<file path="src/hw/rtl/lgpl_pkg.sv">
`timescale 1ns / 1ps

package lgpl_pkg;

  localparam int CMD_W      = 8;
  localparam int CELLS_W    = 64;
  localparam int ROW_NUM_W  = 6;
  localparam int SIZE_W     = 7;
  localparam int GEN_W      = 16;
  localparam int CFG_IDX_W  = 2;
  localparam int CFG_DATA_W = 16;
  localparam int COUNT_W    = 4;

  localparam logic [CFG_IDX_W-1:0] REG_BOARD_WIDTH      = 2'd0;
  localparam logic [CFG_IDX_W-1:0] REG_BOARD_HEIGHT     = 2'd1;
  localparam logic [CFG_IDX_W-1:0] REG_GENERATION_COUNT = 2'd2;

  localparam logic [SIZE_W-1:0] BOARD_SIZE_RESET = 7'd64;

  localparam logic [CMD_W-1:0] CMD_UP    = "w";
  localparam logic [CMD_W-1:0] CMD_DOWN  = "s";
  localparam logic [CMD_W-1:0] CMD_LEFT  = "a";
  localparam logic [CMD_W-1:0] CMD_RIGHT = "d";
  localparam logic [CMD_W-1:0] CMD_PEN   = "x";

  localparam logic [COUNT_W-1:0] BIRTH_COUNT   = 4'd3;
  localparam logic [COUNT_W-1:0] SURVIVE_COUNT = 4'd2;

  typedef enum logic [2:0] {
    ST_IDLE,
    ST_PRIME,
    ST_FILL,
    ST_ROW,
    ST_EMIT_RD,
    ST_EMIT_OUT
  } lgpl_state_t;

  typedef struct packed {
    logic pen_step;
    logic run_start;
    logic gen_prime;
    logic gen_fill;
    logic gen_row;
    logic emit_first;
    logic emit_next;
  } ctrl_cmd_t;

  typedef struct packed {
    logic row_last;
    logic gen_last;
    logic gen_zero;
  } dp_status_t;

endpackage

</file>
<file path="src/hw/rtl/lgpl_ctrl.sv">
`timescale 1ns / 1ps

module lgpl_ctrl
  import lgpl_pkg::*;
(
  input  logic       clk,
  input  logic       rst,
  input  logic       in_valid,
  input  logic       in_finish,
  output logic       in_ready,
  output logic       out_valid,
  input  logic       out_ready,
  input  dp_status_t status,
  output ctrl_cmd_t  cmd
);

  lgpl_state_t state;
  lgpl_state_t state_next;

  always_ff @(posedge clk) begin
    if (rst) begin
      state <= ST_IDLE;
    end else begin
      state <= state_next;
    end
  end

  always_comb begin
    state_next = state;
    cmd        = '0;
    in_ready   = 1'b0;
    out_valid  = 1'b0;
    unique case (state)
      ST_IDLE: begin
        in_ready = 1'b1;
        if (in_valid) begin
          if (in_finish) begin
            cmd.run_start = 1'b1;
            state_next    = status.gen_zero ? ST_EMIT_RD : ST_PRIME;
          end else begin
            cmd.pen_step = 1'b1;
          end
        end
      end
      ST_PRIME: begin
        cmd.gen_prime = 1'b1;
        state_next    = ST_FILL;
      end
      ST_FILL: begin
        cmd.gen_fill = 1'b1;
        state_next   = ST_ROW;
      end
      ST_ROW: begin
        cmd.gen_row = 1'b1;
        if (status.row_last) begin
          state_next = status.gen_last ? ST_EMIT_RD : ST_PRIME;
        end
      end
      ST_EMIT_RD: begin
        cmd.emit_first = 1'b1;
        state_next     = ST_EMIT_OUT;
      end
      ST_EMIT_OUT: begin
        out_valid = 1'b1;
        if (out_ready) begin
          if (status.row_last) begin
            state_next = ST_IDLE;
          end else begin
            cmd.emit_next = 1'b1;
          end
        end
      end
      default: begin
        state_next = ST_IDLE;
      end
    endcase
  end

endmodule

</file>
<file path="config.mk">
export PLATFORM = sky130hd
export DESIGN_NAME = lgpl_ctrl
export DESIGN_NICKNAME = d
export VERILOG_FILES = /design/src/hw/rtl/lgpl_pkg.sv /design/src/hw/rtl/lgpl_ctrl.sv
export SDC_FILE = /design/constraint.sdc
export NUM_CORES = 1
export LEC_CHECK = 0
export ABC_CLOCK_PERIOD_IN_PS = 1350
export BUFFER_PORTS_ARGS = -buffer_cell sky130_fd_sc_hd__buf_2
export CAP_MARGIN = 25
export CORE_AREA = 2 2 39 41
export DETAILED_ROUTE_END_ITERATION = 12
export DIE_AREA = 0 0 41 43
export GPL_TIMING_DRIVEN = 0
export SYNTH_ARGS = -nofsm -noshare
export SYNTH_HDL_FRONTEND = slang
export SYNTH_SLANG_ARGS = --single-unit
</file>
<file path="constraint.sdc">
create_clock -name clk -period 1.35 [get_ports clk]
set_input_delay 0.0675 -clock clk [delete_from_list [all_inputs] [get_ports clk]]
set_output_delay 0.0675 -clock clk [all_outputs]
set_load 0.01 [all_outputs]
</file>
==> impl_metrics.json <==
{
  "clockBufferDepth": 2,
  "yosysWarnings": 0,
  "seqPwrFrac_pct": 15.1,
  "grt_max_degree": 11,
  "slowest_delay_ns": 0.33,
  "die_area_sq_mm": 0.00176,
  "p_sw_share_pct": 39.8,
  "cts.htree.levels": 1,
  "dp_hpwl_microns": 521,
  "worstPathCellList": "buf_6, nor2_1, a2bb2oi_2, a2bb2oi_2, mux2_4",
  "core_area_sq_mm": 0.00138,
  "nets": 70,
  "worstSkewPairLatency_ns": 0.23,
  "path_class": "flop to flop",
  "start_kind": "flop",
  "cts.sinks": 3,
  "rows": 14,
  "max-vdd-ir-drop_uv": 941,
  "ctsRootBufferMaster": "clkbuf_4",
  "wire_per_inst_microns": 10.2,
  "crit_path_frequent_cell": "a2bb2oi_2",
  "crit_path_top_delay_cell": "dfxtp_2",
  "stdcell_count": 77,
  "setup_viol": 0,
  "drtPass1Iterations": 4,
  "synth.distinct_cells": 21,
  "hp-class": "primary input to flop",
  "status": "finished clean",
  "synth_area_per_cell_sq_um": 8.65,
  "die_h_microns": 43,
  "finalMaxSlewViolations": 0,
  "period_share_pct": 96.2,
  "crit_fanout": 10,
  "vias_per_cell": 4.58,
  "tightest_slew_ns": 0.193,
  "worstSetupEndpointType": "flop",
  "numPortBuffers": 16,
  "initialDrtViolationCount": 7,
  "largest_reg_flops": 3,
  "syn-cell-area_sq_um": 303,
  "cts-buffers-inserted": 3,
  "ys_ff_latch": 3,
  "power_density_mw_per_mm2": 2530,
  "final_hold_viol_count": 0,
  "antenna_cells": 0,
  "grt_pass1_vias": 289,
  "max_slew_margin_pct": 87.0,
  "fin_crit_ns": 1.30,
  "maxCapViolCount": 0,
  "fmax_ghz": 0.770,
  "place_congestion": 0.657,
  "ant_nets": 0,
  "utilization_pct": 36.0,
  "hold_ws_ns": 0.0370,
  "vias": 353,
  "wirelength_microns": 788,
  "initial_core_util_pct": 21.9,
  "power_mw": 1.26,
  "fin_worst_skew_ns": 0.00217,
  "drc": 0,
  "grt-ovfl-total": 0,
  "rsz0062_at_grt": "true",
  "p_int_mw": 0.758,
  "die_w_microns": 41,
  "syn_inst": 35,
  "grt_pass1_wl_mm": 1.18,
  "ys_seq_area_share_pct": 19.8,
  "io_pins": 17,
  "track_usage_pct": 10.7,
  "critical_path_required_ns": 1.46,
  "largest_register": "state",
  "final_layout_size_suffix_gt1_share_pct": 63.9,
  "dp_cells": 67,
  "p_clk_share_pct": 12.7,
  "cts_tree": "yes",
  "combPwrFrac_pct": 72.2,
  "grt_antenna_before_repair": 0,
  "crit_arrival_ns": 1.41,
  "reg_top3": "state: 3 flops",
  "p_sw_mw": 0.500,
  "leakage_nw": 0.258,
  "syn2layout_area_growth_pct": 64.5,
  "setup_tns_ns": 0,
  "clk_pin_slew_ns": 0.04,
  "synth_nets": 43
}
## critical path: cells and delay by family, from the launching register on
| family | cells | cell delay [ns] |
|---|---|---|
| buf+inv | 1 | 0.14 |
| simple gates | 1 | 0.06 |
| flops | 1 | 0.33 |
| mux | 1 | 0.31 |
| compound gates | 2 | 0.34 |
## metrics by stage
step	area, sq um	setup WS (ns)
finish	498	0.0509
global route	498	-0.0120
CTS	440	0.0151
detailed placement	403	0.0375
global placement	403	0.0480
floorplan	303	0.0828
## final timing paths
path,startpoint,endpoint,slack (ns),depth (start not counted)
setup / recovery,state[0],state[2],0.05,5
hold / removal,rst,state[0],0.04,2
setup reg to reg,state[0],state[2],0.05,5
hold reg to reg,state[2],state[1],0.61,2
## cells in the final DEF, fill, tap and decap left out, types with 2 or more instances in the layout
cell,n
and3b_1,3
buf_6,3
clkbuf_4,3
buf_2,18
nor2_1,3
buf_4,4
nand2b_1,3
and3_1,2
dfxtp_2,3
nand2_1,3
nor3b_1,2
a2bb2oi_2,2
## synth_stat cells (all sizes together)
cell / number / area share, %
a221oi: 1 / 5.0
and3: 2 / 4.1
and2: 1 / 2.5
nor3b: 2 / 5.0
and3b: 4 / 12
o22ai: 1 / 2.1
o21ai: 1 / 1.7
nand2b: 3 / 6.2
nor3: 1 / 1.7
nor4: 1 / 2.1
nor2b: 1 / 2.1
nand2: 3 / 3.7
buf: 3 / 8.7
a2bb2oi: 2 / 9.9
nor2: 3 / 3.7
mux2: 1 / 5.0
dfxtp: 3 / 20
a21oi: 1 / 1.7
a221o: 1 / 3.3
## power groups by stage
stage	clock (mW)	combinational [mW]	sequential (mW)
2_1_floorplan	0	0.534	0.162
3_3_place_gp	0	0.690	0.167
3_5_place_dp	0	0.698	0.168
4_1_cts	0.165	0.744	0.167
5_1_grt	0.170	0.989	0.198
6_report	0.159	0.909	0.190
## what timing repair did
action	in CTS	in global routing
endpoints found under the setup margin	3	4
pin swaps	0	3
gates cloned	0	2
hold buffers	0	0
gates resized for setup	2	6
buffers inserted	0	4
## metal layers
metal / global-route usage (%) / part of all wire (%) / up-vias
met5: 0 / 0 / -
met4: 12.0 / 0 / 0
met3: 3.66 / 6.9 / 0
met2: 13.1 / 48 / 13
met1: 12.6 / 45 / 159
li1: - / - / 181
## cell type report
class                           count  area (sq um)
Multi-Input combinational cell     29           234
Sequential cell                     3          63.8
Tap cell                           16          20.0
Buffer                              3          33.8
Timing Repair Buffer               22           120
Clock buffer                        4          26.3
Fill cell                         148           886
## cells by family (layout without fill, tap and decap cells)
group | after synthesis | after routing | share of synthesized area, %
DFF | 3 | 3 | 19.8
muxes | 1 | 1 | 4.96
and+or+nand+nor | 21 | 21 | 43.0
AOI/OAI and AO/OA | 7 | 7 | 23.6
buffers and inverters | 3 | 29 | 8.68
(Power assumes the default switching activity.)
